## config.mk

```make
export PLATFORM = sky130hd
export DESIGN_NAME = heap_sorter_unit
export DESIGN_NICKNAME = d
export VERILOG_FILES = /design/src/rtl/hs_pkg.sv /design/src/rtl/hs_ram.sv /design/src/rtl/heap_sorter_unit.sv
export SDC_FILE = /design/constraint.sdc
export NUM_CORES = 2
export LEC_CHECK = 0
export BUFFER_PORTS_ARGS = -buffer_cell sky130_fd_sc_hd__buf_2
export CAP_MARGIN = 20
export CORE_MARGIN = 10
export CORE_UTILIZATION = 50
export DETAILED_ROUTE_END_ITERATION = 6
export PLACE_DENSITY = 0.65
export SETUP_SLACK_MARGIN = 0.05
export SYNTH_ARGS = -nofsm -noshare
export SYNTH_HDL_FRONTEND = slang
export SYNTH_SLANG_ARGS = --single-unit
```

## constraint.sdc

```tcl
create_clock -name clk -period 14 [get_ports clk]
set_input_delay 0.7 -clock clk [delete_from_list [all_inputs] [get_ports clk]]
set_output_delay 0.7 -clock clk [all_outputs]
set_load 0.01 [all_outputs]
```

## src/rtl/hs_pkg.sv

```systemverilog
// ----------------------------------------------------------------------------
// hs_pkg
// Shared types and constants of the heap sorter: payload structs, data type
// and the sequencer states.
// ----------------------------------------------------------------------------
`default_nettype none

package hs_pkg;

	localparam int DATA_W       = 32;
	localparam int CAPACITY_DEF = 64;

	typedef logic signed [DATA_W-1:0] data_t;

	typedef struct packed {
		data_t value;
		logic  last_in;
	} item_t;

	typedef struct packed {
		data_t sorted_value;
		logic  last_out;
		logic  overflow;
	} result_t;

	typedef enum logic [3:0] {
		S_LOAD,
		S_NEXT,
		S_CUR,
		S_EXT_LAST,
		S_EXT_SWAP,
		S_L,
		S_R,
		S_CMP,
		S_OUT_RD,
		S_OUT_WR
	} state_t;

endpackage

`default_nettype wire

```

## src/rtl/hs_ram.sv

```systemverilog
// ----------------------------------------------------------------------------
// hs_ram
// Simple dual-port store: one write and one read per cycle, registered read.
// ----------------------------------------------------------------------------
`default_nettype none

module hs_ram #(
	parameter int DEPTH = hs_pkg::CAPACITY_DEF
) (
	input  wire                       clk,
	input  wire                       we,
	input  wire  [$clog2(DEPTH)-1:0]  waddr,
	input  wire  hs_pkg::data_t       wdata,
	input  wire                       re,
	input  wire  [$clog2(DEPTH)-1:0]  raddr,
	output hs_pkg::data_t             rdata
);

	hs_pkg::data_t mem_q [DEPTH];

	always_ff @(posedge clk) begin
		if (we) begin
			mem_q[waddr] <= wdata;
		end
	end

	always_ff @(posedge clk) begin
		if (re) begin
			rdata <= mem_q[raddr];
		end
	end

endmodule

`default_nettype wire

```

## src/rtl/heap_sorter_unit.sv

```systemverilog
// ----------------------------------------------------------------------------
// heap_sorter_unit
// Min-heap heapsort over a set of signed 32-bit values held in one RAM.
// ----------------------------------------------------------------------------
// Items are taken one per cycle and written to the store in arrival order;
// the item with last_in closes the set, and items beyond CAPACITY are dropped
// (overflow is then set on every result of that set). After the last item the
// block sorts in place and takes no further request until the set has been
// streamed out in ascending order. All work goes through the single read port
// of the store: each sift level reads the left child, reads the right child,
// then compares and writes back; each extraction first reads the root and the
// tail and writes the old root to the tail; each result is read and then
// registered, and waits while a pending result has not been taken.
// ----------------------------------------------------------------------------
`default_nettype none

module heap_sorter_unit #(
	parameter int CAPACITY = hs_pkg::CAPACITY_DEF
) (
	input  wire                 clk,
	input  wire                 arst_n,
	input  wire                 item_valid,
	output logic                item_ready,
	input  wire hs_pkg::item_t  item,
	output logic                result_valid,
	input  wire                 result_ready,
	output hs_pkg::result_t     result
);

	localparam int AW    = $clog2(CAPACITY);
	localparam int CNT_W = $clog2(CAPACITY + 1);
	localparam int CW    = AW + 2;

	hs_pkg::state_t state_q, state_d;

	logic [CNT_W-1:0] cnt_q, size_q, build_q, ext_q;
	logic             dropped_q;
	logic [AW-1:0]    pos_q, out_addr_q;
	hs_pkg::data_t    cur_q, lval_q, root_q;
	logic             result_valid_q;
	hs_pkg::result_t  result_q;

	logic             mem_we, mem_re;
	logic [AW-1:0]    mem_waddr, mem_raddr;
	hs_pkg::data_t    mem_wdata, mem_rdata;

	logic             item_acc, full;
	logic [CNT_W-1:0] n_now;
	logic [CW-1:0]    l_idx, r_idx, size_ext;
	logic             l_ok, r_ok, l_better, r_better, move;
	hs_pkg::data_t    best_val, child_val;
	logic [CW-1:0]    child_idx;

	hs_ram #(.DEPTH(CAPACITY)) u_ram (
		.clk   (clk),
		.we    (mem_we),
		.waddr (mem_waddr),
		.wdata (mem_wdata),
		.re    (mem_re),
		.raddr (mem_raddr),
		.rdata (mem_rdata)
	);

	assign full     = (cnt_q == CNT_W'(CAPACITY));
	assign n_now    = cnt_q + CNT_W'(!full);
	assign item_acc = item_valid && item_ready;

	// children of the hole; right index may reach 2*CAPACITY
	assign l_idx    = {1'b0, pos_q, 1'b1};
	assign r_idx    = l_idx + CW'(1);
	assign size_ext = CW'(size_q);
	assign l_ok     = (l_idx < size_ext);
	assign r_ok     = (r_idx < size_ext);

	// right data is on the read port in S_CMP
	assign l_better  = (lval_q < cur_q);
	assign best_val  = l_better ? lval_q : cur_q;
	assign r_better  = r_ok && (mem_rdata < best_val);
	assign move      = l_better || r_better;
	assign child_val = r_better ? mem_rdata : lval_q;
	assign child_idx = r_better ? r_idx : l_idx;

	always_ff @(posedge clk or negedge arst_n) begin
		if (!arst_n) begin
			state_q <= hs_pkg::S_LOAD;
		end else begin
			state_q <= state_d;
		end
	end

	always_comb begin
		state_d    = state_q;
		item_ready = 1'b0;
		mem_we     = 1'b0;
		mem_waddr  = pos_q;
		mem_wdata  = cur_q;
		mem_re     = 1'b0;
		mem_raddr  = pos_q;
		unique case (state_q)
			hs_pkg::S_LOAD: begin
				item_ready = 1'b1;
				if (item_valid) begin
					mem_we    = !full;
					mem_waddr = cnt_q[AW-1:0];
					mem_wdata = item.value;
					if (item.last_in) begin
						state_d = hs_pkg::S_NEXT;
					end
				end
			end
			hs_pkg::S_NEXT: begin
				if (build_q != '0) begin
					mem_re    = 1'b1;
					mem_raddr = AW'(build_q - CNT_W'(1));
					state_d   = hs_pkg::S_CUR;
				end else if (ext_q >= CNT_W'(2)) begin
					mem_re    = 1'b1;
					mem_raddr = '0;
					state_d   = hs_pkg::S_EXT_LAST;
				end else begin
					state_d = hs_pkg::S_OUT_RD;
				end
			end
			hs_pkg::S_CUR: begin
				state_d = hs_pkg::S_L;
			end
			hs_pkg::S_EXT_LAST: begin
				mem_re    = 1'b1;
				mem_raddr = AW'(ext_q - CNT_W'(1));
				state_d   = hs_pkg::S_EXT_SWAP;
			end
			hs_pkg::S_EXT_SWAP: begin
				// old root goes to the tail, tail value sinks from the root
				mem_we    = 1'b1;
				mem_waddr = AW'(ext_q - CNT_W'(1));
				mem_wdata = root_q;
				state_d   = hs_pkg::S_L;
			end
			hs_pkg::S_L: begin
				if (l_ok) begin
					mem_re    = 1'b1;
					mem_raddr = l_idx[AW-1:0];
					state_d   = hs_pkg::S_R;
				end else begin
					mem_we  = 1'b1;
					state_d = hs_pkg::S_NEXT;
				end
			end
			hs_pkg::S_R: begin
				mem_re    = r_ok;
				mem_raddr = r_idx[AW-1:0];
				state_d   = hs_pkg::S_CMP;
			end
			hs_pkg::S_CMP: begin
				mem_we    = 1'b1;
				mem_wdata = move ? child_val : cur_q;
				state_d   = move ? hs_pkg::S_L : hs_pkg::S_NEXT;
			end
			hs_pkg::S_OUT_RD: begin
				if (!result_valid_q || result_ready) begin
					mem_re    = 1'b1;
					mem_raddr = out_addr_q;
					state_d   = hs_pkg::S_OUT_WR;
				end
			end
			hs_pkg::S_OUT_WR: begin
				state_d = (out_addr_q == '0) ? hs_pkg::S_LOAD : hs_pkg::S_OUT_RD;
			end
			default: begin
				state_d = hs_pkg::S_LOAD;
			end
		endcase
	end

	// control counters
	always_ff @(posedge clk or negedge arst_n) begin
		if (!arst_n) begin
			cnt_q          <= '0;
			size_q         <= '0;
			build_q        <= '0;
			ext_q          <= '0;
			dropped_q      <= 1'b0;
			result_valid_q <= 1'b0;
		end else begin
			if (state_q == hs_pkg::S_OUT_WR) begin
				result_valid_q <= 1'b1;
			end else if (result_ready) begin
				result_valid_q <= 1'b0;
			end
			case (state_q)
				hs_pkg::S_LOAD: begin
					if (item_acc) begin
						cnt_q     <= n_now;
						dropped_q <= dropped_q || full;
						if (item.last_in) begin
							build_q <= n_now >> 1;
							ext_q   <= n_now;
						end
					end
				end
				hs_pkg::S_NEXT: begin
					if (build_q != '0) begin
						build_q <= build_q - CNT_W'(1);
						size_q  <= cnt_q;
					end
				end
				hs_pkg::S_EXT_SWAP: begin
					size_q <= ext_q - CNT_W'(1);
					ext_q  <= ext_q - CNT_W'(1);
				end
				hs_pkg::S_OUT_WR: begin
					if (out_addr_q == '0) begin
						cnt_q     <= '0;
						size_q    <= '0;
						dropped_q <= 1'b0;
					end
				end
				default: begin
				end
			endcase
		end
	end

	// datapath registers
	always_ff @(posedge clk) begin
		case (state_q)
			hs_pkg::S_NEXT: begin
				if (build_q != '0) begin
					pos_q <= AW'(build_q - CNT_W'(1));
				end else begin
					out_addr_q <= AW'(cnt_q - CNT_W'(1));
				end
			end
			hs_pkg::S_CUR: begin
				cur_q <= mem_rdata;
			end
			hs_pkg::S_EXT_LAST: begin
				root_q <= mem_rdata;
			end
			hs_pkg::S_EXT_SWAP: begin
				cur_q <= mem_rdata;
				pos_q <= '0;
			end
			hs_pkg::S_R: begin
				lval_q <= mem_rdata;
			end
			hs_pkg::S_CMP: begin
				if (move) begin
					pos_q <= child_idx[AW-1:0];
				end
			end
			hs_pkg::S_OUT_WR: begin
				result_q.sorted_value <= mem_rdata;
				result_q.last_out     <= (out_addr_q == '0);
				result_q.overflow     <= dropped_q;
				out_addr_q            <= out_addr_q - AW'(1);
			end
			default: begin
			end
		endcase
	end

	assign result_valid = result_valid_q;
	assign result       = result_q;

	a_no_rw_collision: assert property (@(posedge clk) disable iff (!arst_n)
		(mem_we && mem_re) |-> (mem_waddr != mem_raddr))
		else $error("store read and write hit the same entry");

	a_result_from_out: assert property (@(posedge clk) disable iff (!arst_n)
		$rose(result_valid) |-> $past(state_q == hs_pkg::S_OUT_WR))
		else $error("result raised outside the output pass");

	a_cnt_bound: assert property (@(posedge clk) disable iff (!arst_n)
		cnt_q <= CNT_W'(CAPACITY))
		else $error("element count beyond capacity");

	a_size_bound: assert property (@(posedge clk) disable iff (!arst_n)
		size_q <= cnt_q)
		else $error("heap size exceeds element count");

	a_no_overwrite: assert property (@(posedge clk) disable iff (!arst_n)
		(state_q == hs_pkg::S_OUT_WR) |-> (!result_valid_q || result_ready))
		else $error("pending result overwritten");

endmodule

`default_nettype wire
```

Yosys cells after proc, flatten, opt, wreduce, memory -nomap -nowiden. Memories as Yosys holds them, arrays and structs flattened. A register that Yosys moved wholly into a read port is not among the register bits. Cells that the tools add are included.

Memories kept: 1. Bits in registers: 176. Memory bits (writable): 2048. Logic and storage cells: 126.

Memory list: u_ram.mem_q (words 64, bits a word 32, rd ports 1, clocked after memory_dff 1, write ports 1, line hs_ram.sv:19) `hs_pkg::data_t mem_q [DEPTH];`.

Reductions and logical operators: 26. Multiplexer cells: 55. Equality and inequality tests: 18. Add/sub/neg operators: 6. Order comparisons: 5.

Operators with widths (count): 32-bit two-way mux (4); 32-bit one-hot mux with 3 select lines (1); 32-bit < comparator (2); 7-bit two-way mux (8); 6-bit two-way mux (9); 7-bit one-hot mux with 2 select lines (3); 4-bit one-hot mux with 9 select lines (1); 6-bit one-hot mux with 5 select lines (1); 4-bit two-way mux (6); 6-bit one-hot mux with 2 select lines (2); 7-bit one-hot mux with 3 select lines (1); 6-bit one-hot mux with 3 select lines (1); 4-bit by 3-bit equality test with 1-bit output, second input constant (4); 2-bit inequality test, second input constant (8); 3-bit AND reduction (5); 7-bit by 1-bit subtractor with 7-bit output, second input constant (2); 1-bit two-way mux (13); 6-bit by 1-bit subtractor with 6-bit output, second input constant (2); 2-bit nonzero test (5); 7-bit by 1-bit adder with 8-bit output, second input constant (1); 4-bit by 2-bit equality test with 1-bit output, second input constant (2); 4-bit equality test, second input constant (2); 8-bit by 7-bit < comparator with 1-bit output (1); 7-bit by 1-bit adder with 7-bit output (1); other kinds (18) (25).

Logic depth before layout (Yosys ltp).
Depth in word-level cells: 7. Mapped depth: 22.

Cells and area by module. A second synthesis with hierarchy kept.

Cell total of the unflattened synthesis: 4338. Area total of the unflattened synthesis: 89216.8 sq um.

Modules (own cells, without submodules): hs_ram (sequential area each 62459.9 sq um, cells an instance 3324, area each 78835.6 sq um, times used 1); heap_sorter_unit (sequential area each 5114.9 sq um, cells an instance 1014, area each 10381.2 sq um, times used 1).

Worst setup path after synthesis. OpenSTA, ideal clock, no wires.

Path kind: flip-flop to flip-flop. Start point: register cur_q[15]. End point: memory u_ram.mem_q[0][0] (netlist name) (data pin). Path slack: 6.258 ns. Arrival: 7.040 ns. Stages on the path, launching flop included: 22. Buffers on the path: 2. Path through: edfxtp_1 -> inv_1 -> ha_1 -> nand4_1 -> nor4_1 -> a22o_1 -> o31ai_1 -> a31oi_1 -> clkbuf_1 -> mux2i_1 -> ha_1 -> a211oi_1 -> o21bai_1 -> a211oi_1 -> o21ai_0 -> nor4_1 -> a21boi_0 -> o311ai_1 -> and2_1 -> clkbuf_1 -> mux2i_1 -> o21ai_0.

Word-level cells in the longest chain between the ends: 7. Elaborated cells on any way between the ends: 8. Classes of those cells: 2 x order compare; 4 x mux; 2 x reduce/logical.

Ends and longest elaborated chain: start, declared (line heap_sorter_unit.sv:39) `hs_pkg::data_t cur_q, lval_q, root_q;`; start signal, assigned (line heap_sorter_unit.sv:235) `cur_q <= mem_rdata;`; start signal, assigned (line heap_sorter_unit.sv:241) `cur_q <= mem_rdata;`; 32-bit < comparator (line heap_sorter_unit.sv:76) `assign l_better = (lval_q < cur_q);`; 32-bit two-way mux (line heap_sorter_unit.sv:77) `assign best_val = l_better ? lval_q : cur_q;`; 32-bit < comparator (line heap_sorter_unit.sv:78) `assign r_better = r_ok && (mem_rdata < best_val);`; 1-bit logical AND (line heap_sorter_unit.sv:78); 32-bit two-way mux / 1-bit logical OR (equally long branches) (line heap_sorter_unit.sv:80, heap_sorter_unit.sv:79); 32-bit two-way mux * (line heap_sorter_unit.sv:156) `mem_wdata = move ? child_val : cur_q;`; 32-bit one-hot mux with 3 select lines * (line heap_sorter_unit.sv:99) `unique case (state_q)`; net mem_wdata[0] (line heap_sorter_unit.sv:45) `hs_pkg::data_t mem_wdata, mem_rdata;`; end, declared (line hs_ram.sv:19).

Mark *: on every way through the listed nets, which the timed path passes. The rest lies on a longest branch.

Worst setup path in the final report.
Start point: register cur_q[7]. End point: memory u_ram.mem_q[10][31] (netlist name) (data pin).

The elaborated chain is that of the path after synthesis.

==> out/metrics.yaml <==
status: "finished with violations"
violations: "design-rule violations"
ys_seq_area_share_pct: 73.8
grt_remaining_overflow: 0
antenna_found_initial: 19
syn_to_final_growth_pct: 11.6
wl_per_cell_um: 30.2
hold_end: "result_valid"
r2r-end: "u_ram.mem_q[10][31]"
worstReg2RegStart: "cur_q[7]"
finalClockSkew_ns: 0.0667
path_clk_slew_ns: 0.06
setup_viol_count_final: 0
initial_core_util_pct: 50.1
grt_pass1_wl_um: 392000
rsz0062_at_grt: "no"
post-cts-setup-buffer-count: 0
cts_tree: "yes"
hold_path_depth: 3
max-clock-path-buffers: 3
synthCells: 6484
final_cells: 9106
drc: 5
required_ns: 14.55
avgSynthCellArea_um2: 14.1
io_pins: 73
syn-cell-area_um2: 91600
insertion_delay_ns: 0.90
slew-limit-headroom_pct: 17.2
fmax_mhz: 127
core_um2: 183000
drt_iter0_drc: 9067
maxSlewViolCount: 0
portBuffers: 72
layout.nets: 6657
cts_made_buffers: 219
syn_nets: 6603
finalHoldViolCount: 0
end_kind: "flop"
max_cap_violations: 0
reg2reg_slack_ns: 6.12
via_count: 59400
drive_gt1_share_pct: 10.5
critPathArrivalTime_ns: 8.42
hold_start: "result_ready"
dp_hpwl_um: 150000
place_congestion: 0.925
die_h_um: 448
dieWidth_um: 448
ant_nets: 0
die-area_um2: 201000
ys_warn_count: 0
worstRegToRegCells: 20
final_util_pct: 56.0
ys_types: 82
startpoint_type: "flop"
synth-edff-count: 2222
synth_seq_cells: 2256
cts-resized-gates: 0
min-delay-path-class: "in2reg"
setup_tns_ns: 0
worstSetupPathType: "reg2reg"
cts_sinks: 2256
async_flop_share_pct: 1.51
grt_pass1_vias: 55400
placementRows: 157
dp_cells: 8694
worstMarginPinSlew_ns: 1.23
finalCriticalPeriod_ns: 7.88
grt_max_degree: 164
fin_crit_sh_pct: 56.3
synth_flop_cell: "edfxtp_1"
via_per_inst: 6.53
htree_levels: 4
wirelength_um: 275000
grtUsageTotal_pct: 26.7
cts_root_buf: "clkbuf_16"
firstDrtPassIters: 7
cp_max_fo: 64
stage by stage:
| stage | cell area [um^2] | worst slack [ns] | hold WS (ns) |
|---|---|---|---|
| 2_1_floorplan | 91600 | 6.26 | 0.404 |
| 3_3_place_gp | 95300 | 6.34 | 0.438 |
| 3_5_place_dp | 95300 | 6.22 | 0.440 |
| 4_1_cts | 102000 | 6.15 | 0.240 |
| 5_1_grt | 102000 | 5.62 | 0.301 |
| 6_report | 102000 | 6.12 | 0.276 |
worst max path at each step:
stage,start,cells after the start,slack [ns],to
6_report,cur_q[7],20,6.12,u_ram.mem_q[10][31]
4_1_cts,cur_q[31],19,6.15,u_ram.mem_q[11][31]
5_1_grt,cur_q[7],20,5.62,u_ram.mem_q[9][31]
2_1_floorplan,cur_q[15],21,6.26,u_ram.mem_q[0][0]
3_5_place_dp,cur_q[31],20,6.22,u_ram.mem_q[24][31]
3_3_place_gp,cur_q[31],19,6.34,u_ram.mem_q[4][3]
sequential cells by signal, summed over array words and instances (netlist names):
| name | cells |
|---|---|
| u_ram.mem_q | 2048 |
| result | 34 |
| cur_q | 32 |
| lval_q | 32 |
| root_q | 32 |
| u_ram.rdata | 32 |
| build_q | 7 |
| cnt_q | 7 |
| ext_q | 7 |
| size_q | 7 |
| out_addr_q | 6 |
| pos_q | 6 |
| state_q | 4 |
| dropped_q | 1 |
| result_valid | 1 |
logic make-up after synthesis:
kind of cell,share of synthesized area (%)
simple gates,10.6
mux,2.16
buf+inv,2.33
xor+xnor,0.258
compound gates,9.71
flops,73.8
fa+ha+maj,1.12
worst max-delay path: stages, from the launching register on:
cell	delay, ns
edfxtp_1	0.37
inv_1	0.06
ha_1	0.30
a21oi_1	0.20
o21ai_0	0.13
a22o_1	0.26
o31ai_1	0.55
a31oi_4	0.49
mux2i_1	0.29
ha_1	0.45
nand4_1	0.14
nor3_1	0.37
o21ai_0	0.16
o211ai_1	0.30
nor4_1	0.13
a21boi_0	0.17
o311ai_1	0.66
and2_1	0.75
nand2_1	0.62
o221ai_4	0.37
buf_4	0.66
area by class of cell:
cell class	instances	area (um^2)
Tap cell	2385	2980
Sequential cell	2256	67600
Antenna cell	7	17.5
Multi-Input combinational cell	3747	22700
Timing Repair Buffer	255	1860
Clock buffer	289	5830
Inverter	59	221
Clock inverter	108	1010
Fill cell	14200	80500
Yosys cell counts, types with 22 or more instances:
cell,instances,area share (%)
ha_1,82,1.1
a211oi_1,42,0.34
a41oi_1,57,0.55
nand4_1,37,0.25
buf_2,166,0.91
inv_1,59,0.24
mux4_2,30,0.74
clkbuf_1,195,0.80
dfrtp_1,34,0.93
and3_1,33,0.23
a221oi_1,159,1.5
a31oi_1,45,0.31
a32oi_1,91,0.87
nand2_1,1391,5.7
o21a_1,31,0.25
a21oi_1,237,1.3
o211ai_1,38,0.31
a221o_1,57,0.62
a222oi_1,34,0.37
buf_4,22,0.18
a22oi_1,161,1.3
buf_1,34,0.14
nand3_1,471,2.6
mux2i_1,129,1.4
edfxtp_1,2222,73
or3_1,27,0.18
o21ai_0,44,0.24
nor2_1,161,0.66
o22ai_1,134,0.92
nor3_1,72,0.39
metal layers:
layer | wire (um) | track usage (%) | up-vias
li1 | - | - | 25300
met1 | 109000 | 38.0 | 30000
met2 | 122000 | 39.6 | 3724
met3 | 32500 | 6.35 | 472
met4 | 11300 | 10.8 | 6
met5 | 35 | 0 | -
placed cells by master (no fill, tap or decap), types with 38 or more instances in the layout:
master	Yosys	layout
nor3_1	72	70
nand2_1	1391	1384
a221o_1	57	57
o22ai_1	134	134
a21oi_1	237	237
buf_2	166	72
nor2_1	161	93
nor2_4	1	69
a32oi_1	91	91
mux2i_1	129	129
a211oi_1	42	42
edfxtp_1	2222	2222
nand3_1	471	447
clkinv_1	0	48
a221oi_1	159	159
a22oi_1	161	161
clkbuf_1	195	64
buf_4	22	168
o211ai_1	38	38
a41oi_1	57	57
inv_1	59	58
ha_1	82	82
a31oi_1	45	44
o21ai_0	44	42
clkbuf_16	0	221
repair_timing:
| action | CTS | global route |
|---|---|---|
| setup endpoints to repair | 0 | 0 |
| endpoints found under the hold margin | 34 | 0 |
| hold buffers | 1 | 0 |
Power is not shown: default switching activity piles up to over one toggle a cycle in this logic, so the estimate is an artifact.
